[src/hw/rtl/pkf_pkg.sv]
// Shared types, constants, microcode and saturation helpers of the pose filter.
package pkf_pkg;

    localparam int QW       = 48;
    localparam int ACCW     = 52;
    localparam int MAGW     = 51;
    localparam int IN_W     = 480;
    localparam int OUT_W    = 296;
    localparam int USER_W   = 2;
    localparam int UPC_W    = 6;
    localparam int WRAP_CNT = 5;

    typedef logic signed [QW-1:0]   q_t;
    typedef logic signed [ACCW-1:0] acc_t;
    typedef logic [MAGW-1:0]        mag_t;

    localparam q_t   Q_MAX      = 48'sh7FFF_FFFF_FFFF;
    localparam q_t   Q_ONE      = 48'sd16777216;
    localparam q_t   COV_INIT   = 48'sd6710886400;
    localparam q_t   FLOOR_POS  = 48'sd16777216;
    localparam q_t   FLOOR_HEAD = 48'sd17;
    localparam q_t   PI_Q       = 48'sd52707179;
    localparam acc_t TWO_PI_Q   = 52'sd105414357;
    localparam acc_t WRAP_LO    = -52'sd52707177;
    localparam acc_t WRAP_HI    = 52'sd52707177;
    localparam mag_t MAG_LIM    = mag_t'(1) << 47;

    // Operation codes carried in the request's user field.
    typedef enum logic [USER_W-1:0] {
        OP_PREDICT = 2'd0,
        OP_UPDATE  = 2'd1,
        OP_RESET   = 2'd2,
        OP_NOP     = 2'd3
    } op_t;

    // Micro-operation kinds run by the sequencer.
    typedef enum logic [2:0] {
        K_ADD,
        K_MUL,
        K_DIV,
        K_CHKS,
        K_WRAP,
        K_FLOOR,
        K_END
    } uop_kind_t;

    // Operand and destination registers of the datapath.
    typedef enum logic [4:0] {
        R_NONE, R_EST_X, R_EST_Y, R_EST_H,
        R_CXX, R_CXY, R_CXH, R_CYY, R_CYH, R_CHH,
        R_MOVE_X, R_MOVE_Y, R_NOISE_P, R_NOISE_H,
        R_JAC_X, R_JAC_Y, R_JAC_H, R_INN, R_MNOISE,
        R_PH0, R_PH1, R_PH2, R_S, R_K0, R_K1, R_K2, R_T
    } opsel_t;

    typedef struct packed {
        uop_kind_t kind;
        logic      clr;
        logic      neg;
        logic      wr;
        opsel_t    a;
        opsel_t    b;
        opsel_t    dest;
    } uop_t;

    localparam int UCODE_LEN  = 58;
    localparam int PRED_START = 0;
    localparam int UPD_START  = 21;

    // Microprogram: predict from PRED_START, scalar update from UPD_START.
    localparam uop_t UCODE [0:UCODE_LEN-1] = '{
        // Predict: position and variance sums.
        '{K_ADD, 1'b1, 1'b0, 1'b0, R_EST_X,   R_NONE,   R_NONE},
        '{K_ADD, 1'b0, 1'b0, 1'b1, R_MOVE_X,  R_NONE,   R_EST_X},
        '{K_ADD, 1'b1, 1'b0, 1'b0, R_EST_Y,   R_NONE,   R_NONE},
        '{K_ADD, 1'b0, 1'b0, 1'b1, R_MOVE_Y,  R_NONE,   R_EST_Y},
        '{K_ADD, 1'b1, 1'b0, 1'b0, R_CXX,     R_NONE,   R_NONE},
        '{K_ADD, 1'b0, 1'b0, 1'b1, R_NOISE_P, R_NONE,   R_CXX},
        '{K_ADD, 1'b1, 1'b0, 1'b0, R_CYY,     R_NONE,   R_NONE},
        '{K_ADD, 1'b0, 1'b0, 1'b1, R_NOISE_P, R_NONE,   R_CYY},
        '{K_ADD, 1'b1, 1'b0, 1'b0, R_CHH,     R_NONE,   R_NONE},
        '{K_ADD, 1'b0, 1'b0, 1'b1, R_NOISE_H, R_NONE,   R_CHH},
        // Predict: cross terms, cov_xy first while cov_xh and cov_yh are old.
        '{K_MUL, 1'b1, 1'b0, 1'b1, R_MOVE_Y,  R_MOVE_X, R_T},
        '{K_ADD, 1'b1, 1'b0, 1'b0, R_CXY,     R_NONE,   R_NONE},
        '{K_MUL, 1'b0, 1'b0, 1'b0, R_MOVE_X,  R_CXH,    R_NONE},
        '{K_MUL, 1'b0, 1'b1, 1'b0, R_MOVE_Y,  R_CYH,    R_NONE},
        '{K_MUL, 1'b0, 1'b1, 1'b1, R_T,       R_CHH,    R_CXY},
        '{K_ADD, 1'b1, 1'b0, 1'b0, R_CXH,     R_NONE,   R_NONE},
        '{K_MUL, 1'b0, 1'b1, 1'b1, R_MOVE_Y,  R_CHH,    R_CXH},
        '{K_ADD, 1'b1, 1'b0, 1'b0, R_CYH,     R_NONE,   R_NONE},
        '{K_MUL, 1'b0, 1'b0, 1'b1, R_MOVE_X,  R_CHH,    R_CYH},
        '{K_WRAP, 1'b0, 1'b0, 1'b0, R_NONE,   R_NONE,   R_NONE},
        '{K_END, 1'b0, 1'b0, 1'b0, R_NONE,    R_NONE,   R_NONE},
        // Update: P times H transposed.
        '{K_MUL, 1'b1, 1'b0, 1'b0, R_JAC_X,   R_CXX,    R_NONE},
        '{K_MUL, 1'b0, 1'b0, 1'b0, R_JAC_Y,   R_CXY,    R_NONE},
        '{K_MUL, 1'b0, 1'b0, 1'b1, R_JAC_H,   R_CXH,    R_PH0},
        '{K_MUL, 1'b1, 1'b0, 1'b0, R_JAC_X,   R_CXY,    R_NONE},
        '{K_MUL, 1'b0, 1'b0, 1'b0, R_JAC_Y,   R_CYY,    R_NONE},
        '{K_MUL, 1'b0, 1'b0, 1'b1, R_JAC_H,   R_CYH,    R_PH1},
        '{K_MUL, 1'b1, 1'b0, 1'b0, R_JAC_X,   R_CXH,    R_NONE},
        '{K_MUL, 1'b0, 1'b0, 1'b0, R_JAC_Y,   R_CYH,    R_NONE},
        '{K_MUL, 1'b0, 1'b0, 1'b1, R_JAC_H,   R_CHH,    R_PH2},
        // Update: innovation variance.
        '{K_MUL, 1'b1, 1'b0, 1'b0, R_JAC_X,   R_PH0,    R_NONE},
        '{K_MUL, 1'b0, 1'b0, 1'b0, R_JAC_Y,   R_PH1,    R_NONE},
        '{K_MUL, 1'b0, 1'b0, 1'b0, R_JAC_H,   R_PH2,    R_NONE},
        '{K_ADD, 1'b0, 1'b0, 1'b1, R_MNOISE,  R_NONE,   R_S},
        '{K_CHKS, 1'b0, 1'b0, 1'b0, R_NONE,   R_NONE,   R_NONE},
        // Update: gains.
        '{K_DIV, 1'b0, 1'b0, 1'b1, R_PH0,     R_S,      R_K0},
        '{K_DIV, 1'b0, 1'b0, 1'b1, R_PH1,     R_S,      R_K1},
        '{K_DIV, 1'b0, 1'b0, 1'b1, R_PH2,     R_S,      R_K2},
        // Update: pose correction.
        '{K_ADD, 1'b1, 1'b0, 1'b0, R_EST_X,   R_NONE,   R_NONE},
        '{K_MUL, 1'b0, 1'b0, 1'b1, R_K0,      R_INN,    R_EST_X},
        '{K_ADD, 1'b1, 1'b0, 1'b0, R_EST_Y,   R_NONE,   R_NONE},
        '{K_MUL, 1'b0, 1'b0, 1'b1, R_K1,      R_INN,    R_EST_Y},
        '{K_ADD, 1'b1, 1'b0, 1'b0, R_EST_H,   R_NONE,   R_NONE},
        '{K_MUL, 1'b0, 1'b0, 1'b1, R_K2,      R_INN,    R_EST_H},
        // Update: covariance shrink.
        '{K_ADD, 1'b1, 1'b0, 1'b0, R_CXX,     R_NONE,   R_NONE},
        '{K_MUL, 1'b0, 1'b1, 1'b1, R_K0,      R_PH0,    R_CXX},
        '{K_ADD, 1'b1, 1'b0, 1'b0, R_CXY,     R_NONE,   R_NONE},
        '{K_MUL, 1'b0, 1'b1, 1'b1, R_K0,      R_PH1,    R_CXY},
        '{K_ADD, 1'b1, 1'b0, 1'b0, R_CXH,     R_NONE,   R_NONE},
        '{K_MUL, 1'b0, 1'b1, 1'b1, R_K0,      R_PH2,    R_CXH},
        '{K_ADD, 1'b1, 1'b0, 1'b0, R_CYY,     R_NONE,   R_NONE},
        '{K_MUL, 1'b0, 1'b1, 1'b1, R_K1,      R_PH1,    R_CYY},
        '{K_ADD, 1'b1, 1'b0, 1'b0, R_CYH,     R_NONE,   R_NONE},
        '{K_MUL, 1'b0, 1'b1, 1'b1, R_K1,      R_PH2,    R_CYH},
        '{K_ADD, 1'b1, 1'b0, 1'b0, R_CHH,     R_NONE,   R_NONE},
        '{K_MUL, 1'b0, 1'b1, 1'b1, R_K2,      R_PH2,    R_CHH},
        '{K_FLOOR, 1'b0, 1'b0, 1'b0, R_NONE,  R_NONE,   R_NONE},
        '{K_END, 1'b0, 1'b0, 1'b0, R_NONE,    R_NONE,   R_NONE}
    };

    // Saturate a wide sum to the 48-bit range.
    function automatic q_t sat_acc(input acc_t v);
        if (v > acc_t'(Q_MAX)) begin
            return Q_MAX;
        end
        if (v < acc_t'(~Q_MAX)) begin
            return ~Q_MAX;
        end
        return v[QW-1:0];
    endfunction

    // Apply a sign to a magnitude, clamping to the 48-bit range.
    function automatic q_t sign_mag(input mag_t mag, input logic neg);
        logic [QW-1:0] m;
        m = (mag > MAG_LIM) ? MAG_LIM[QW-1:0] : mag[QW-1:0];
        if (neg) begin
            return q_t'(~m + 48'd1);
        end
        if (m > Q_MAX) begin
            return Q_MAX;
        end
        return q_t'(m);
    endfunction

    // Magnitude of a signed value; the most negative value maps to 2^47.
    function automatic logic [QW-1:0] mag_of(input q_t v);
        return v[QW-1] ? (~v + 48'd1) : v;
    endfunction

endpackage

[src/hw/rtl/pkf_qdiv.sv]
// Q24.24 divider by a positive divisor, one quotient bit per cycle.
module pkf_qdiv (
    input  logic        clk,
    input  logic        rst_n,
    input  logic        start,
    input  pkf_pkg::q_t a,
    input  pkf_pkg::q_t s,
    output logic        done,
    output pkf_pkg::q_t q
);
    import pkf_pkg::*;

    logic [QW-1:0] rem_reg;
    logic [QW-1:0] low_reg;
    logic [QW-1:0] quo_reg;
    logic [QW-1:0] us_reg;
    logic          neg_reg;
    logic [5:0]    cnt_reg;
    logic          busy_reg;
    logic          done_reg;
    q_t            q_reg;
    logic [QW-1:0] ua;
    logic          too_big;
    logic [QW-1:0] rem2;
    logic          take;
    logic [QW-1:0] quo_new;

    // Overflow test and one restoring step.
    always_comb
    begin
        ua      = mag_of(a);
        too_big = {23'd0, ua} >= {s, 23'd0};
        rem2    = {rem_reg[QW-2:0], low_reg[QW-1]};
        take    = rem2 >= us_reg;
        quo_new = {quo_reg[QW-2:0], take};
    end

    // Quotient of a times 2^25 over s; final bit rounds half away from zero.
    always_ff @(posedge clk or negedge rst_n)
    begin
        if (!rst_n) begin
            busy_reg <= 1'b0;
            done_reg <= 1'b0;
            cnt_reg  <= 6'd0;
        end else begin
            done_reg <= 1'b0;
            if (start) begin
                neg_reg <= a[QW-1];
                us_reg  <= s;
                rem_reg <= QW'(ua[47:23]);
                low_reg <= {ua[22:0], 25'd0};
                quo_reg <= '0;
                cnt_reg <= 6'd48;
                if (too_big) begin
                    q_reg    <= sign_mag(MAG_LIM, a[QW-1]);
                    done_reg <= 1'b1;
                end else begin
                    busy_reg <= 1'b1;
                end
            end else if (busy_reg) begin
                rem_reg <= take ? rem2 - us_reg : rem2;
                low_reg <= {low_reg[QW-2:0], 1'b0};
                quo_reg <= quo_new;
                cnt_reg <= cnt_reg - 6'd1;
                if (cnt_reg == 6'd1) begin
                    q_reg    <= sign_mag(mag_t'((49'(quo_new) + 49'd1) >> 1), neg_reg);
                    done_reg <= 1'b1;
                    busy_reg <= 1'b0;
                end
            end
        end
    end

    assign done = done_reg;
    assign q    = q_reg;

endmodule

[config.mk]
export PLATFORM = sky130hd
export DESIGN_NAME = pkf_qdiv
export DESIGN_NICKNAME = d
export VERILOG_FILES = /design/src/hw/rtl/pkf_pkg.sv /design/src/hw/rtl/pkf_qdiv.sv
export SDC_FILE = /design/constraint.sdc
export NUM_CORES = 1
export LEC_CHECK = 0
export BUFFER_PORTS_ARGS = -buffer_cell sky130_fd_sc_hd__buf_4
export CORE_AREA = 4 4 180 182
export DETAILED_ROUTE_END_ITERATION = 10
export DIE_AREA = 0 0 184 186
export PLACE_DENSITY = 0.88
export SETUP_SLACK_MARGIN = 0.3
export SLEW_MARGIN = 20
export SYNTH_ARGS = -nofsm -noshare
export SYNTH_HDL_FRONTEND = slang
export SYNTH_SLANG_ARGS = --single-unit
[constraint.sdc]
create_clock -name clk -period 17 [get_ports clk]
set_input_delay 4.25 -clock clk [delete_from_list [all_inputs] [get_ports clk]]
set_output_delay 4.25 -clock clk [all_outputs]
set_load 0.05 [all_outputs]
Word-level counts from Yosys, hierarchy flattened
Index checks and enable logic that the tools add are counted.
{ "totals": {"register_bits": 249, "inputBits": 99, "output_inout_bits": 49, "elab_cells": 74} }
{ "classes": {"add_sub_neg": 5, "magnitude_cmp": 4, "n_eq_ne": 3, "n_mux": 44, "bitwise": 2, "n_reduce_logical": 5} }
{ "ops": {"columns": ["op", "count"], "rows": [
  ["$mux 48", 18],
  ["$add 48x1->48 const B", 2],
  ["$not 48->48", 2],
  ["$ge 48x71->1", 1],
  ["$add 48x1->49 const B", 1],
  ["$ge 48x48->1", 1],
  ["$gt 48x47->1 const B", 1],
  ["$gt 48x48->1 const B", 1],
  ["$sub 48x48->48", 1],
  ["$mux 25", 1],
  ["$mux 1", 23],
  ["$mux 6", 2],
  ["$eq 6x1->1 const B", 1],
  ["$sub 6x1->6 const B", 1],
  ["$reduce_and 2->1", 2],
  ["$reduce_and 4->1", 1],
  ["$reduce_bool 2->1", 2],
  ["$ne 2x1->1 const B", 1],
  ["$ne 2x2->1 const B", 1]
]} }

Logic depth before layout (Yosys ltp)
{ "logic_depth": {"word_depth": 15, "ltp_mapped": 39, "depth_no_buf": 34} }

Least setup slack after synthesis
OpenSTA, ideal clock, no wires.
{ "synth_path": {"kind": "input to register", "from": "in a[14]", "to": "reg q_reg[0], in the netlist q[0] (enable)", "setup_time_ns": 0.409, "arrival_time_ns": 10.234, "path_slack_ns": 6.357, "stages": 19, "n_path_buf": 0, "path_cell_list": "or4_1 -> or2_1 -> or3_1 -> or4_4 -> or4_4 -> or3_1 -> or4_4 -> o41ai_4 -> xnor2_1 -> ha_1 -> nand4_1 -> nor2_1 -> and4b_1 -> and4b_1 -> and4b_1 -> nand3_1 -> or4_1 -> a21oi_1 -> o21a_1"} }
{ "synth_between": {"elab_chain_len": 6} }
{ "synth_rtl": {"columns": ["item", "line", "rtl"], "rows": [
  ["start, declared", "pkf_qdiv.sv:6", "input pkf_pkg::q_t a,"],
  ["$not 48->48", "pkf_pkg.sv:165", "return v[QW-1] ? (~v + 48'd1) : v;"],
  ["$add 48x1->48", "pkf_pkg.sv:165", null],
  ["$mux 48 (*)", "pkf_pkg.sv:165", null],
  ["$ge 48x71->1 (*)", "pkf_qdiv.sv:32", "too_big = {23'd0, ua} >= {s, 23'd0};"],
  ["$ne 2x1->1 (no source line) (*)", null, null],
  ["$reduce_and 4->1 (no source line) (*)", null, null],
  ["end signal, assigned", "pkf_qdiv.sv:55", "q_reg <= sign_mag(MAG_LIM, a[QW-1]);"],
  ["end signal, assigned", "pkf_qdiv.sv:66", "q_reg <= sign_mag(mag_t'((49'(quo_new) + 49'd1) >> 1), neg_reg);"],
  ["end, declared", "pkf_qdiv.sv:21", "q_t q_reg;"]
]} }
Every way passes the cells marked *; elsewhere a longest branch is shown, timed or not.
A chain may end at the register's enable or synchronous reset.

Final worst setup path
{ "layout_path": {"from": "in a[8]", "to": "reg q_reg[26], in the netlist q[26] (enable)"} }
The elaborated chain is that of the path after synthesis.

==> run_results.csv <==
group,metric,value,unit
setup_path,path_max_fanout,48,
yosys,avgSynthCellArea,9.18,um2
setup_path,arrival,10.72,ns
detailed_routing,routed_wl,51700,um
timing,finClkSkew,0.0193,ns
timing,fin_crit,10.53,ns
yosys,yosysWarnings,0,
power,powerDensity,90.4,nW/um2
grt,grt.total_usage,29.3,%
detailed_routing,firstDrtPassIters,6,
finish,drive_above_1_share,12.1,%
yosys,synth_async_sr_flop_share,3.24,%
finish,antennaDiodeCount,0,
die,dieArea,34200,um2
yosys,synth-seq-area-share,40.2,%
timing,worstMarginPinSlew,1.10,ns
min_path,hp-class,"flip-flop to flip-flop",
finish,postLayoutCellArea,20600,um2
grt,grt.overflow.total,0,
clock_tree,ctsResizeCount,0,
placement,port_buffers,147,
yosys,ys_ff_latch,247,
timing,rsz0062_at_grt,"no",
timing,maxSlewViolCount,0,
grt,grtUsageMet3,4.36,%
detailed_routing,dr.first_iter.drc_count,1771,
timing,final-hold-violation-count,0,
grt,grt_pass1_vias,15500,
clock_tree,cts_buffers,28,
run,drv_cap,0,
timing,setup_viol,0,
clock_tree,cts_hold_buffers,0,
die,chipWidth,184,um
clock_tree,htree_levels,1,
power,ir_drop,77.9,uV
yosys,synth_nets,2177,
detailed_routing,avgRoutedWirePerCell,20.7,um
grt,grt-busiest-layer,"met2",
setup_path,crit_path_max_incr_delay,0.61,ns
setup_path,cp_cell_sequence,"buf_4, nor4_1, nand4_1, or2_1, or3_1, or4_4, or4_4, or3_1, or4_4, o41ai_4, xnor2_1, ha_1, nand4_1, nor2_1, and4b_1, and4b_1, and4b_1, nand3_1, or4_1, a21oi_1, o21a_4",
clock_tree,clk_pin_slew_worst_paths,0.06,ns
power,leakage,8.39,nW
detailed_routing,vias,16400,
status,outcome,"complete, no violations",
finish,final_net_count,2252,
yosys,netlist_area,18400,um2
detailed_routing,final_antenna_net_count,0,
grt,use_met2,48.3,%
clock_tree,cts_tree,"done",
setup_path,critPathKind,"input pin to flip-flop",
grt,grt_pass1_wl,82200,um
setup_path,crit_path_end_kind,"flip-flop",
yosys,synth_ff_type,"edfxtp_1",
clock_tree,clock_tree.root_cell,"clkbuf_16",
timing,setup_tns,0,ns
clock_tree,insertion_delay,0.56,ns
die,initial_utilization,60.0,%
yosys,ys_types,84,
detailed_routing,viasPerCell,6.58,
yosys,syn_inst,1999,
clock_tree,clock-sinks,247,
die,fp-row-count,64,
detailed_routing,drcViolationCount,0,
die,core_area,30600,um2
setup_path,cp.required,17.18,ns
clock_tree,cts_setup_buffers,0,
placement,place_hpwl,37300,um
die,io_pins,148,
timing,fin_crit_sh,62.0,%
grt,grtUsageMet1,40.0,%
placement,placed_area,19600,um2
setup_path,critPathLaunchType,"input pin",
clock_tree,clk_path_buf_depth,3,
finish,syn2layout_area_growth,12.3,%
grt,antenna_found_initial,0,
yosys,synth-edff-count,239,
grt,grt_start_max_net_pins,90,
placement,place_congestion,0.972,
timing,clock.fmax,0.0949,GHz
setup_path,slowest_stage,"o21a_4",
power,total_power,1.86,mW
timing,max-slew-margin-rel,26.2,%
die,die_y,186,um
[cell families (layout without fill, tap and decap cells)]
family	after synthesis	count (layout)	synth area share, %
AOI/OAI and AO/OA	483	483	17.9
xor gates and xnor gates	164	164	7.82
adders and majority gates	79	79	5.42
buffers and inverters	222	319	4.68
DFF	247	247	40.2
muxes	84	84	4.59
and+or+nand+nor	720	720	19.4
[through the flow]
| stage | std cells | setup WS [ns] | util, % | hold slack (ns) |
|---|---|---|---|---|
| 2_1_floorplan | 1999 | 6.36 | - | 0.484 |
| 3_3_place_gp | 2440 | 6.02 | 64.2 | 0.500 |
| 3_5_place_dp | 2440 | 5.63 | 64.2 | 0.509 |
| 4_1_cts | 2492 | 6.18 | 67.4 | 0.529 |
| 5_1_grt | 2492 | 6.32 | 67.4 | 0.551 |
| 6_report | 2492 | 6.47 | 67.4 | 0.528 |
[where the power goes]
group / leakage, nW / total, mW / internal (mW) / switching (mW)
clock network: 0.461 / 0.644 / 0.383 / 0.260
registers: 2.42 / 0.757 / 0.722 / 0.0356
logic: 5.50 / 0.463 / 0.181 / 0.282
total: 8.39 / 1.86 / 1.29 / 0.577
[layout by cell type (no fill, tap or decap), types with 6 or more instances in the layout]
master,count
edfxtp_1,239
nor2_1,201
nand2_1,178
buf_4,164
xnor2_1,118
a21oi_1,115
inv_1,102
o21ai_0,93
mux2i_1,83
ha_1,78
nand3_1,60
nor3_1,53
xor2_1,46
nand4_1,45
a22o_1,42
a211oi_1,36
nor4_1,29
clkbuf_16,29
a21o_1,27
o31ai_1,23
or3_1,21
and3_1,21
a31oi_1,20
and2_1,17
o21a_1,17
a311oi_1,17
or4_1,16
nand2b_1,16
or2_2,11
nor2b_1,11
and4_1,9
o211ai_1,9
o41ai_1,7
dfrtp_1,7
a211o_1,6
a31o_2,6
nor3b_1,6
o21bai_1,6
clkbuf_1,6
[routing by layer]
layer,vias to the layer above,wire length [um]
li1,7585,-
met1,7793,21200
met2,890,24100
met3,129,4640
met4,0,1720
met5,-,0
[layout make-up]
type / instances / area [um2]
Clock buffer: 37 / 776
Inverter: 103 / 387
Tap cell: 396 / 495
Timing Repair Buffer: 164 / 1230
Multi-Input combinational cell: 1530 / 10100
Clock inverter: 15 / 199
Fill cell: 2344 / 9970
Sequential cell: 247 / 7380
[critical path, delay by kind of cell]
kind	cells	cell delay, ns
buffers and inverters	1	0.13
AOI/OAI and AO/OA	3	1.23
and+or+nand+nor	15	4.61
xor gates and xnor gates	1	0.16
adders and majority gates	1	0.31
[cells in the mapped netlist, drive strengths merged, types with 5 or more instances]
cell | instances | area [um2]
a21oi | 116 | 584
o21bai | 6 | 45.0
a211oi | 36 | 270
o31a | 5 | 43.8
edfxtp | 239 | 7180
nand4 | 46 | 294
nor2 | 203 | 764
a31oi | 20 | 125
o21a | 18 | 135
mux2i | 83 | 831
a211o | 6 | 52.6
a21o | 27 | 203
o211ai | 9 | 67.6
o21ai | 96 | 480
inv | 102 | 383
nor4 | 32 | 228
xor2 | 46 | 403
ha | 78 | 976
and3 | 21 | 131
nor2b | 12 | 75.1
o31ai | 24 | 185
or2 | 12 | 75.1
or4 | 20 | 165
nor3 | 54 | 275
and4 | 9 | 78.8
a2111oi | 7 | 71.3
and2 | 20 | 125
o41ai | 8 | 88.8
nor3b | 6 | 45.0
nand2 | 178 | 668
nand3 | 60 | 300
nand2b | 16 | 100
a31o | 6 | 52.6
buf | 31 | 141
xnor2 | 118 | 1030
dfrtp | 8 | 200
or3 | 21 | 131
a311oi | 17 | 149
a22o | 42 | 368
clkbuf | 88 | 330
a221oi | 5 | 43.8
[worst paths after layout]
kind | slack, ns | depth (start not counted) | from | to
min in group asynchronous | 4.37 | 2 | rst_n | cnt_reg[0]
hold / removal | 0.53 | 2 | cnt_reg[5] | cnt_reg[5]
setup / recovery | 6.47 | 21 | a[8] | q[26]
max in group asynchronous | 11.98 | 2 | rst_n | busy_reg
hold reg to reg | 0.53 | 2 | cnt_reg[5] | cnt_reg[5]
setup reg to reg | 7.84 | 33 | low_reg[47] | q[34]
Power figures use the tool's default switching activity.
