File: src/hw/rtl/pkf_pkg.sv
// Shared types, constants, microcode and saturation helpers of the pose filter.
package pkf_pkg;

    localparam int QW       = 48;
    localparam int ACCW     = 52;
    localparam int MAGW     = 51;
    localparam int IN_W     = 480;
    localparam int OUT_W    = 296;
    localparam int USER_W   = 2;
    localparam int UPC_W    = 6;
    localparam int WRAP_CNT = 5;

    typedef logic signed [QW-1:0]   q_t;
    typedef logic signed [ACCW-1:0] acc_t;
    typedef logic [MAGW-1:0]        mag_t;

    localparam q_t   Q_MAX      = 48'sh7FFF_FFFF_FFFF;
    localparam q_t   Q_ONE      = 48'sd16777216;
    localparam q_t   COV_INIT   = 48'sd6710886400;
    localparam q_t   FLOOR_POS  = 48'sd16777216;
    localparam q_t   FLOOR_HEAD = 48'sd17;
    localparam q_t   PI_Q       = 48'sd52707179;
    localparam acc_t TWO_PI_Q   = 52'sd105414357;
    localparam acc_t WRAP_LO    = -52'sd52707177;
    localparam acc_t WRAP_HI    = 52'sd52707177;
    localparam mag_t MAG_LIM    = mag_t'(1) << 47;

    // Operation codes carried in the request's user field.
    typedef enum logic [USER_W-1:0] {
        OP_PREDICT = 2'd0,
        OP_UPDATE  = 2'd1,
        OP_RESET   = 2'd2,
        OP_NOP     = 2'd3
    } op_t;

    // Micro-operation kinds run by the sequencer.
    typedef enum logic [2:0] {
        K_ADD,
        K_MUL,
        K_DIV,
        K_CHKS,
        K_WRAP,
        K_FLOOR,
        K_END
    } uop_kind_t;

    // Operand and destination registers of the datapath.
    typedef enum logic [4:0] {
        R_NONE, R_EST_X, R_EST_Y, R_EST_H,
        R_CXX, R_CXY, R_CXH, R_CYY, R_CYH, R_CHH,
        R_MOVE_X, R_MOVE_Y, R_NOISE_P, R_NOISE_H,
        R_JAC_X, R_JAC_Y, R_JAC_H, R_INN, R_MNOISE,
        R_PH0, R_PH1, R_PH2, R_S, R_K0, R_K1, R_K2, R_T
    } opsel_t;

    typedef struct packed {
        uop_kind_t kind;
        logic      clr;
        logic      neg;
        logic      wr;
        opsel_t    a;
        opsel_t    b;
        opsel_t    dest;
    } uop_t;

    localparam int UCODE_LEN  = 58;
    localparam int PRED_START = 0;
    localparam int UPD_START  = 21;

    // Microprogram: predict from PRED_START, scalar update from UPD_START.
    localparam uop_t UCODE [0:UCODE_LEN-1] = '{
        // Predict: position and variance sums.
        '{K_ADD, 1'b1, 1'b0, 1'b0, R_EST_X,   R_NONE,   R_NONE},
        '{K_ADD, 1'b0, 1'b0, 1'b1, R_MOVE_X,  R_NONE,   R_EST_X},
        '{K_ADD, 1'b1, 1'b0, 1'b0, R_EST_Y,   R_NONE,   R_NONE},
        '{K_ADD, 1'b0, 1'b0, 1'b1, R_MOVE_Y,  R_NONE,   R_EST_Y},
        '{K_ADD, 1'b1, 1'b0, 1'b0, R_CXX,     R_NONE,   R_NONE},
        '{K_ADD, 1'b0, 1'b0, 1'b1, R_NOISE_P, R_NONE,   R_CXX},
        '{K_ADD, 1'b1, 1'b0, 1'b0, R_CYY,     R_NONE,   R_NONE},
        '{K_ADD, 1'b0, 1'b0, 1'b1, R_NOISE_P, R_NONE,   R_CYY},
        '{K_ADD, 1'b1, 1'b0, 1'b0, R_CHH,     R_NONE,   R_NONE},
        '{K_ADD, 1'b0, 1'b0, 1'b1, R_NOISE_H, R_NONE,   R_CHH},
        // Predict: cross terms, cov_xy first while cov_xh and cov_yh are old.
        '{K_MUL, 1'b1, 1'b0, 1'b1, R_MOVE_Y,  R_MOVE_X, R_T},
        '{K_ADD, 1'b1, 1'b0, 1'b0, R_CXY,     R_NONE,   R_NONE},
        '{K_MUL, 1'b0, 1'b0, 1'b0, R_MOVE_X,  R_CXH,    R_NONE},
        '{K_MUL, 1'b0, 1'b1, 1'b0, R_MOVE_Y,  R_CYH,    R_NONE},
        '{K_MUL, 1'b0, 1'b1, 1'b1, R_T,       R_CHH,    R_CXY},
        '{K_ADD, 1'b1, 1'b0, 1'b0, R_CXH,     R_NONE,   R_NONE},
        '{K_MUL, 1'b0, 1'b1, 1'b1, R_MOVE_Y,  R_CHH,    R_CXH},
        '{K_ADD, 1'b1, 1'b0, 1'b0, R_CYH,     R_NONE,   R_NONE},
        '{K_MUL, 1'b0, 1'b0, 1'b1, R_MOVE_X,  R_CHH,    R_CYH},
        '{K_WRAP, 1'b0, 1'b0, 1'b0, R_NONE,   R_NONE,   R_NONE},
        '{K_END, 1'b0, 1'b0, 1'b0, R_NONE,    R_NONE,   R_NONE},
        // Update: P times H transposed.
        '{K_MUL, 1'b1, 1'b0, 1'b0, R_JAC_X,   R_CXX,    R_NONE},
        '{K_MUL, 1'b0, 1'b0, 1'b0, R_JAC_Y,   R_CXY,    R_NONE},
        '{K_MUL, 1'b0, 1'b0, 1'b1, R_JAC_H,   R_CXH,    R_PH0},
        '{K_MUL, 1'b1, 1'b0, 1'b0, R_JAC_X,   R_CXY,    R_NONE},
        '{K_MUL, 1'b0, 1'b0, 1'b0, R_JAC_Y,   R_CYY,    R_NONE},
        '{K_MUL, 1'b0, 1'b0, 1'b1, R_JAC_H,   R_CYH,    R_PH1},
        '{K_MUL, 1'b1, 1'b0, 1'b0, R_JAC_X,   R_CXH,    R_NONE},
        '{K_MUL, 1'b0, 1'b0, 1'b0, R_JAC_Y,   R_CYH,    R_NONE},
        '{K_MUL, 1'b0, 1'b0, 1'b1, R_JAC_H,   R_CHH,    R_PH2},
        // Update: innovation variance.
        '{K_MUL, 1'b1, 1'b0, 1'b0, R_JAC_X,   R_PH0,    R_NONE},
        '{K_MUL, 1'b0, 1'b0, 1'b0, R_JAC_Y,   R_PH1,    R_NONE},
        '{K_MUL, 1'b0, 1'b0, 1'b0, R_JAC_H,   R_PH2,    R_NONE},
        '{K_ADD, 1'b0, 1'b0, 1'b1, R_MNOISE,  R_NONE,   R_S},
        '{K_CHKS, 1'b0, 1'b0, 1'b0, R_NONE,   R_NONE,   R_NONE},
        // Update: gains.
        '{K_DIV, 1'b0, 1'b0, 1'b1, R_PH0,     R_S,      R_K0},
        '{K_DIV, 1'b0, 1'b0, 1'b1, R_PH1,     R_S,      R_K1},
        '{K_DIV, 1'b0, 1'b0, 1'b1, R_PH2,     R_S,      R_K2},
        // Update: pose correction.
        '{K_ADD, 1'b1, 1'b0, 1'b0, R_EST_X,   R_NONE,   R_NONE},
        '{K_MUL, 1'b0, 1'b0, 1'b1, R_K0,      R_INN,    R_EST_X},
        '{K_ADD, 1'b1, 1'b0, 1'b0, R_EST_Y,   R_NONE,   R_NONE},
        '{K_MUL, 1'b0, 1'b0, 1'b1, R_K1,      R_INN,    R_EST_Y},
        '{K_ADD, 1'b1, 1'b0, 1'b0, R_EST_H,   R_NONE,   R_NONE},
        '{K_MUL, 1'b0, 1'b0, 1'b1, R_K2,      R_INN,    R_EST_H},
        // Update: covariance shrink.
        '{K_ADD, 1'b1, 1'b0, 1'b0, R_CXX,     R_NONE,   R_NONE},
        '{K_MUL, 1'b0, 1'b1, 1'b1, R_K0,      R_PH0,    R_CXX},
        '{K_ADD, 1'b1, 1'b0, 1'b0, R_CXY,     R_NONE,   R_NONE},
        '{K_MUL, 1'b0, 1'b1, 1'b1, R_K0,      R_PH1,    R_CXY},
        '{K_ADD, 1'b1, 1'b0, 1'b0, R_CXH,     R_NONE,   R_NONE},
        '{K_MUL, 1'b0, 1'b1, 1'b1, R_K0,      R_PH2,    R_CXH},
        '{K_ADD, 1'b1, 1'b0, 1'b0, R_CYY,     R_NONE,   R_NONE},
        '{K_MUL, 1'b0, 1'b1, 1'b1, R_K1,      R_PH1,    R_CYY},
        '{K_ADD, 1'b1, 1'b0, 1'b0, R_CYH,     R_NONE,   R_NONE},
        '{K_MUL, 1'b0, 1'b1, 1'b1, R_K1,      R_PH2,    R_CYH},
        '{K_ADD, 1'b1, 1'b0, 1'b0, R_CHH,     R_NONE,   R_NONE},
        '{K_MUL, 1'b0, 1'b1, 1'b1, R_K2,      R_PH2,    R_CHH},
        '{K_FLOOR, 1'b0, 1'b0, 1'b0, R_NONE,  R_NONE,   R_NONE},
        '{K_END, 1'b0, 1'b0, 1'b0, R_NONE,    R_NONE,   R_NONE}
    };

    // Saturate a wide sum to the 48-bit range.
    function automatic q_t sat_acc(input acc_t v);
        if (v > acc_t'(Q_MAX)) begin
            return Q_MAX;
        end
        if (v < acc_t'(~Q_MAX)) begin
            return ~Q_MAX;
        end
        return v[QW-1:0];
    endfunction

    // Apply a sign to a magnitude, clamping to the 48-bit range.
    function automatic q_t sign_mag(input mag_t mag, input logic neg);
        logic [QW-1:0] m;
        m = (mag > MAG_LIM) ? MAG_LIM[QW-1:0] : mag[QW-1:0];
        if (neg) begin
            return q_t'(~m + 48'd1);
        end
        if (m > Q_MAX) begin
            return Q_MAX;
        end
        return q_t'(m);
    endfunction

    // Magnitude of a signed value; the most negative value maps to 2^47.
    function automatic logic [QW-1:0] mag_of(input q_t v);
        return v[QW-1] ? (~v + 48'd1) : v;
    endfunction

endpackage

File: src/hw/rtl/pkf_qmul.sv
// Q24.24 multiplier built from one shared 24x24 multiplier, stepped through the partial products.
module pkf_qmul (
    input  logic        clk,
    input  logic        rst_n,
    input  logic        start,
    input  pkf_pkg::q_t a,
    input  pkf_pkg::q_t b,
    output logic        busy,
    output logic        done,
    output pkf_pkg::q_t p
);
    import pkf_pkg::*;

    logic [QW-1:0] ua_reg;
    logic [QW-1:0] ub_reg;
    logic          neg_reg;
    logic [1:0]    step_reg;
    logic          busy_reg;
    logic          done_reg;
    logic [49:0]   mid_reg;
    q_t            p_reg;
    logic [23:0]   mx;
    logic [23:0]   my;
    logic [47:0]   prod;
    mag_t          mag;

    // Pick the partial product for this step.
    always_comb
    begin
        unique case (step_reg)
            2'd0:    begin mx = ua_reg[23:0];  my = ub_reg[23:0];  end
            2'd1:    begin mx = ua_reg[47:24]; my = ub_reg[23:0];  end
            2'd2:    begin mx = ua_reg[23:0];  my = ub_reg[47:24]; end
            default: begin mx = ua_reg[47:24]; my = ub_reg[47:24]; end
        endcase
        prod = mx * my;
        mag  = (prod >= 48'd8388608) ? MAG_LIM
             : mag_t'({prod[22:0], 24'd0}) + mag_t'(mid_reg);
    end

    // Step through the partial products and round the result.
    always_ff @(posedge clk or negedge rst_n)
    begin
        if (!rst_n) begin
            busy_reg <= 1'b0;
            done_reg <= 1'b0;
            step_reg <= 2'd0;
        end else begin
            done_reg <= 1'b0;
            if (start) begin
                ua_reg   <= mag_of(a);
                ub_reg   <= mag_of(b);
                neg_reg  <= a[QW-1] ^ b[QW-1];
                step_reg <= 2'd0;
                busy_reg <= 1'b1;
            end else if (busy_reg) begin
                step_reg <= step_reg + 2'd1;
                unique case (step_reg)
                    2'd0: mid_reg <= 50'((49'(prod) + 49'd8388608) >> 24);
                    2'd1: mid_reg <= mid_reg + 50'(prod);
                    2'd2: mid_reg <= mid_reg + 50'(prod);
                    default:
                    begin
                        p_reg    <= sign_mag(mag, neg_reg);
                        done_reg <= 1'b1;
                        busy_reg <= 1'b0;
                    end
                endcase
            end
        end
    end

    assign busy = busy_reg;
    assign done = done_reg;
    assign p    = p_reg;

endmodule

File: config.mk
export PLATFORM = sky130hd
export DESIGN_NAME = pkf_qmul
export DESIGN_NICKNAME = d
export VERILOG_FILES = /design/src/hw/rtl/pkf_pkg.sv /design/src/hw/rtl/pkf_qmul.sv
export SDC_FILE = /design/constraint.sdc
export NUM_CORES = 2
export LEC_CHECK = 0
export BUFFER_PORTS_ARGS = -buffer_cell sky130_fd_sc_hd__buf_2
export CORE_AREA = 2 2 319 321
export CTS_CLUSTER_DIAMETER = 150
export DETAILED_ROUTE_END_ITERATION = 8
export DIE_AREA = 0 0 321 323
export GPL_TIMING_DRIVEN = 0
export HOLD_SLACK_MARGIN = 0.06
export PLACE_DENSITY_LB_ADDON = 0.12
export SYNTH_ARGS = -nofsm -noshare
export SYNTH_HDL_FRONTEND = slang
export SYNTH_SLANG_ARGS = --single-unit
File: constraint.sdc
create_clock -name clk -period 16.5 [get_ports clk]
set_input_delay 0.825 -clock clk [delete_from_list [all_inputs] [get_ports clk]]
set_output_delay 0.825 -clock clk [all_outputs]
set_load 0.005 [all_outputs]
# Word-level counts from Yosys, hierarchy flattened

Index checks and enable logic that the tools add are counted.

Input bits: 99
Register bits after elaboration: 199
Memory bits (read-only): 0
Latch bits: 0
Logic and storage cells: 67
Output and inout bits: 50
Memory bits (writable): 0
Memories: 0

$add $sub $neg: 7
Shift-type cells: 0
Equal/unequal tests: 2
Div/mod/pow operators: 0
$lt $le $gt $ge: 3
Bitwise logic cells: 6
Multiply operators: 1
Reduce and logical (&&, ||, !) cells: 10
Multiplexer cells: 28

Operators by type and width:

| cell                                                                 | number |
|---|---|
| 2-to-1 mux 48 bit                                                    | 5 |
| adder 48 x 1 -> 48 bit (second input constant)                       | 3 |
| inverter 48 bit                                                      | 3 |
| case mux 50 bit (2 select lines)                                     | 1 |
| 2-to-1 mux 47 bit                                                    | 2 |
| adder 47 x 50 -> 51 bit                                              | 1 |
| > comparator 51 x 48 -> 1 bit (second input constant)                | 1 |
| 2-to-1 mux 51 bit                                                    | 1 |
| adder 50 x 48 -> 50 bit                                              | 1 |
| adder 48 x 24 -> 49 bit (second input constant)                      | 1 |
| greater-or-equal comparator 48 x 24 -> 1 bit (second input constant) | 1 |
| > comparator 48 x 47 -> 1 bit (second input constant)                | 1 |
| multiplier 24 x 24 -> 48 bit                                         | 1 |
| 2-to-1 mux 24 bit                                                    | 2 |
| 2-to-1 mux 1 bit                                                     | 15 |
| AND reduction 4 bit                                                  | 2 |
| OR reduction 2 bit                                                   | 3 |
| 2-to-1 mux 2 bit                                                     | 2 |
| nonzero test 2 bit                                                   | 2 |
| OR reduction 3 bit                                                   | 1 |
| adder 2 x 1 -> 2 bit (second input constant)                         | 1 |
| == test 2 x 1 -> 1 bit (second input constant)                       | 1 |
| == test 2 bit (second input constant)                                | 1 |
| zero test 2 bit                                                      | 1 |
| other kinds (3)                                                      | 4 |

# Longest topological paths before layout

Depth after elaboration: 16
Mapped depth: 51
Gate-level depth less buffers: 45

# Worst setup path before layout

Ideal clock, no wire load.

Path kind: register to register
Start: reg step_reg[0]
End: reg p_reg[46] (netlist: p[46]), data pin
Clock period less this slack: 11.552 ns
Path buffers: 8
Setup time: 0.273 ns
Slack: 4.948 ns
Data arrival time: 11.279 ns
Cell stages (with the launch flop): 47
Data required time: 16.227 ns
Path through: dfrtp_1 > inv_1 > ha_1 > nor2_1 > buf_1 > clkbuf_1 > mux2i_1 > clkbuf_1 > nor2_1 > fa_1 > fa_1 > inv_1 > fa_1 > inv_1 > fa_1 > fa_1 > fa_1 > inv_1 > [... 11 more ...] > a21o_1 > o41ai_1 > o21bai_1 > a21oi_1 > xnor2_1 > o41ai_2 > and3_1 > buf_4 > buf_6 > buf_4 > nand2_1 > ha_1 > nand2_1 > or3_1 > clkbuf_1 > or4_1 > a211oi_1 > a211oi_1

Cells in the longest elaborated chain, start to end: 16
Elaborated cells on any way between the ends: 25
Those cells by class: 2 x add/sub; 1 x mul; 3 x order compare; 2 x eq/ne; 13 x mux; 1 x bitwise; 3 x reduce/logical

Ends and longest elaborated chain:

| element                                                                                        | line                           | source |
|---|---|---|
| start, declared                                                                                | pkf_qmul.sv:17                 | `logic [1:0] step_reg;` |
| start signal, assigned                                                                         | pkf_qmul.sv:57                 | `step_reg <= step_reg + 2'd1;` |
| == test 2 bit, or another cell as far along                                                    | pkf_qmul.sv:30                 | `unique case (step_reg)` |
| OR reduction 2 bit (no line)                                                                   | -                              |  |
| 2-to-1 mux 24 bit                                                                              | pkf_qmul.sv:30                 |  |
| multiplier 24 x 24 -> 48 bit (*)                                                               | pkf_qmul.sv:36                 | `prod = mx * my;` |
| adder 47 x 50 -> 51 bit / greater-or-equal comparator 48 x 24 -> 1 bit (equally long branches) | pkf_qmul.sv:38, pkf_qmul.sv:37 |  |
| 2-to-1 mux 51 bit (*)                                                                          | pkf_qmul.sv:37                 | `mag = (prod >= 48'd8388608) ? MAG_LIM` |
| > comparator 51 x 48 -> 1 bit                                                                  | pkf_pkg.sv:153                 | `m = (mag > MAG_LIM) ? MAG_LIM[QW-1:0] : mag[QW-1:0];` |
| 2-to-1 mux 48 bit (*)                                                                          | pkf_pkg.sv:153                 |  |
| > comparator 48 x 47 -> 1 bit                                                                  | pkf_pkg.sv:157                 | `if (m > Q_MAX) begin` |
| 2-to-1 mux 1 bit (2 in a row)                                                                  | pkf_pkg.sv:157                 |  |
| 2-to-1 mux 1 bit                                                                               | pkf_qmul.sv:58                 | `unique case (step_reg)` |
| 2-to-1 mux 1 bit                                                                               | pkf_qmul.sv:56                 | `end else if (busy_reg) begin` |
| 2-to-1 mux 1 bit                                                                               | pkf_qmul.sv:50                 | `if (start) begin` |
| 2-to-1 mux 48 bit                                                                              | pkf_pkg.sv:160                 | `return q_t'(m);` |
| 2-to-1 mux 48 bit (*)                                                                          | pkf_pkg.sv:157                 |  |
| end signal, assigned                                                                           | pkf_qmul.sv:64                 | `p_reg <= sign_mag(mag, neg_reg);` |
| end, declared                                                                                  | pkf_qmul.sv:21                 | `q_t p_reg;` |

Every way passes the cells marked *; elsewhere a longest branch is shown, timed or not. The select of a mux whose other input is x is not followed.
A chain may end at the register's enable or synchronous reset.

# Final worst setup path

Start: reg step_reg[0]
End: reg p_reg[38] (netlist: p[38]), data pin

Same word-level chain as after synthesis.

==> results.sh <==
export IMPL_drtPass1Iterations=6
export IMPL_yosysWarnings=0
export IMPL_remaining_drc_errors=0
export IMPL_yosysTopAreaCell="fa_1"
export IMPL_grt_usage_pct=22.9
export IMPL_wl_met2_um=53800
export IMPL_place_gp_congestion=0.900
export IMPL_post_dp_hpwl_um=99500
export IMPL_grt_pass1_vias=27600
export IMPL_reg2reg_from="step_reg[0]"
export IMPL_r2r_setup_slack_ps=860
export IMPL_synthTopCellsByCount="inv_1 (590), fa_1 (484), nand2_1 (455)"
export IMPL_setup_viol=0
export IMPL_endpoint="p[38]"
export IMPL_cts_resized=0
export IMPL_rows=117
export IMPL_drive_gt1_share_pct=7.76
export IMPL_fin_crit_sh_pct=94.8
export IMPL_cp_top_family="adder cells"
export IMPL_worst_setup_path_start_kind="register"
export IMPL_netlist_top_cells_area="fa_1 (29%), edfxtp_1 (17%), ha_1 (9.3%)"
export IMPL_routed_wl_um=117000
export IMPL_cts_tree="done"
export IMPL_vias=27600
export IMPL_slew_viol_final=0
export IMPL_synth_seq_cells=199
export IMPL_path_buf_inv=13
export IMPL_synth_most_common_cell="inv_1"
export IMPL_route_antenna_remaining_nets=0
export IMPL_drt_met1_wl_um=53500
export IMPL_core_area_mm2=0.101
export IMPL_area_growth_pct=9.52
export IMPL_largest_register_ffs=50
export IMPL_highest_layer="met5"
export IMPL_synth_flop_cell="edfxtp_1"
export IMPL_holdBufCountCts=0
export IMPL_path_depth=47
export IMPL_hold_class="input pin to asynchronous set/reset pin"
export IMPL_r2r_cells=47
export IMPL_rsz0062_at_grt="false"
export IMPL_cts_buffer_depth=2
export IMPL_globalRouteOverflowTotal=0
export IMPL_dieArea_mm2=0.104
export IMPL_worstSetupPathType="register to register"
export IMPL_syn_num_nets=4612
export IMPL_met3_length_um=6580
export IMPL_cp_end_kind="register"
export IMPL_finalNonFillerCells=5281
export IMPL_timing_rr_end="p[38]"
export IMPL_max_slew_margin_pct=3.74
export IMPL_path_clk_slew_ps=90
export IMPL_postCtsSetupBuffers=0
export IMPL_port_buffer_count=147
export IMPL_wire_per_inst_um=22.2
export IMPL_place_inst=5247
export IMPL_tightest_slew_ps=1400
export IMPL_drv_cap=0
export IMPL_period_needed_ps=15640
export IMPL_worstSkewPairLatency_ps=530
export IMPL_critPathArrivalTime_ps=16040
export IMPL_die_x_um=321
export IMPL_fillerInstances=10600
export IMPL_cts_sinks=199
export IMPL_skew_ps=29.8
export IMPL_grt_max_degree=70
export IMPL_ys_seq_area_share_pct=17.6
export IMPL_syn_area_mm2=0.0338
export IMPL_worst_path_most_repeated_cell="fa_1"
export IMPL_cts_root_buffer="clkbuf_16"
export IMPL_synth_cell_types=83
export IMPL_avgSynthCellArea_um2=8.94
export IMPL_crit_start="step_reg[0]"
export IMPL_status="finished clean"
export IMPL_nNetsFinal=4792
export IMPL_synth_async_sr_flop_share_pct=2.01
export IMPL_grt_pass1_wl_um=177000
export IMPL_die_h_um=323
export IMPL_cp_required_ps=16900
export IMPL_htree_num_levels=4
export IMPL_synth_top_cell_area_share_pct=28.7
export IMPL_start_util_pct=33.5
export IMPL_synth_edff_count=195
export IMPL_synth_cells=3777
export IMPL_drtIter0Drc=1935
export IMPL_clock_fmax_mhz=63.9
export IMPL_finalSetupTns_ps=0
export IMPL_final_hold_violation_count=0
export IMPL_cts_buffers_inserted=17
export IMPL_via_per_inst=5.23
export IMPL_worst_path_max_delay_cell="clkbuf_1"
export IMPL_worstPathMaxFanout=10
export IMPL_antenna_found_initial=3
export IMPL_io_pins=149
export IMPL_critical_path_max_stage_delay_ps=830
-- worst reg2reg max path: cells and delay by family (launching register included) --
family,cells,cell delay [ps]
compound gates,12,3420
xor+xnor,2,800
fa+ha+maj,11,4560
buf+inv,13,3530
flops,1,420
mux,1,750
simple gates,8,2060
-- stage by stage --
stage / util (%) / hold slack, ps / cell area (µm²) / worst slack (ps)
6_report: 36.7 / 115 / 37000 / 858
5_1_grt: 36.7 / 96.3 / 37000 / 107
4_1_cts: 36.7 / 75.6 / 37000 / 883
3_5_place_dp: 36.1 / 593 / 36400 / 937
3_3_place_gp: 35.9 / 576 / 36100 / 634
2_1_floorplan: - / 529 / 33800 / 4950
-- placed cells by master (no fill, tap or decap), drive strengths merged, types with 58 or more instances in the layout --
| master | n |
|---|---|
| buf | 176 |
| o21ai | 150 |
| xnor2 | 165 |
| a21oi | 127 |
| clkbuf | 152 |
| fa | 484 |
| a21o | 58 |
| ha | 252 |
| xor2 | 60 |
| inv | 597 |
| edfxtp | 195 |
| nor2 | 417 |
| nand2 | 455 |
-- final cells by class --
type                       instances  area [µm²]  share of cell area (%)
sequential                       199        5960                    16.1
multi-input combinational       2838       25100                    67.8
timing repair buffer             161         938                    2.54
clock inverter                    14         140                   0.379
buffer                           149         577                    1.56
inverter                         591        2220                    6.00
clock buffer                      18         429                    1.16
antenna                            2        5.00                  0.0135
tap                             1309        1640                    4.43
-- worst min path at each step --
stage	startpoint	end	slack [ps]	depth (start not counted)
finish	rst_n	done	120	1
global placement	step_reg[1]	step_reg[1]	580	2
floorplan	rst_n	busy	530	0
CTS	rst_n	done	80	1
detailed placement	step_reg[1]	step_reg[1]	590	2
global route	rst_n	done	100	1
-- metal layers --
layer  track usage (%)  vias to the layer above
li1                  -                    12800
met1              32.0                    13900
met2              36.6                      763
met3              3.36                      121
met4              6.97                        4
met5                 0                        -
-- cell families after synthesis --
group                    after synthesis  share of synthesized area [%]
AO/OA/AOI/OAI                        577                           11.2
XOR/XNOR                             225                           5.84
adder cells (fa/ha/maj)              736                           38.0
buffers and inverters                740                           8.28
flip-flops                           199                           17.6
multiplexers                          98                           3.08
AND/OR/NAND/NOR                     1202                           16.0
Power is not shown: default switching activity piles up to over one toggle a cycle in this logic, so the estimate is an artifact.
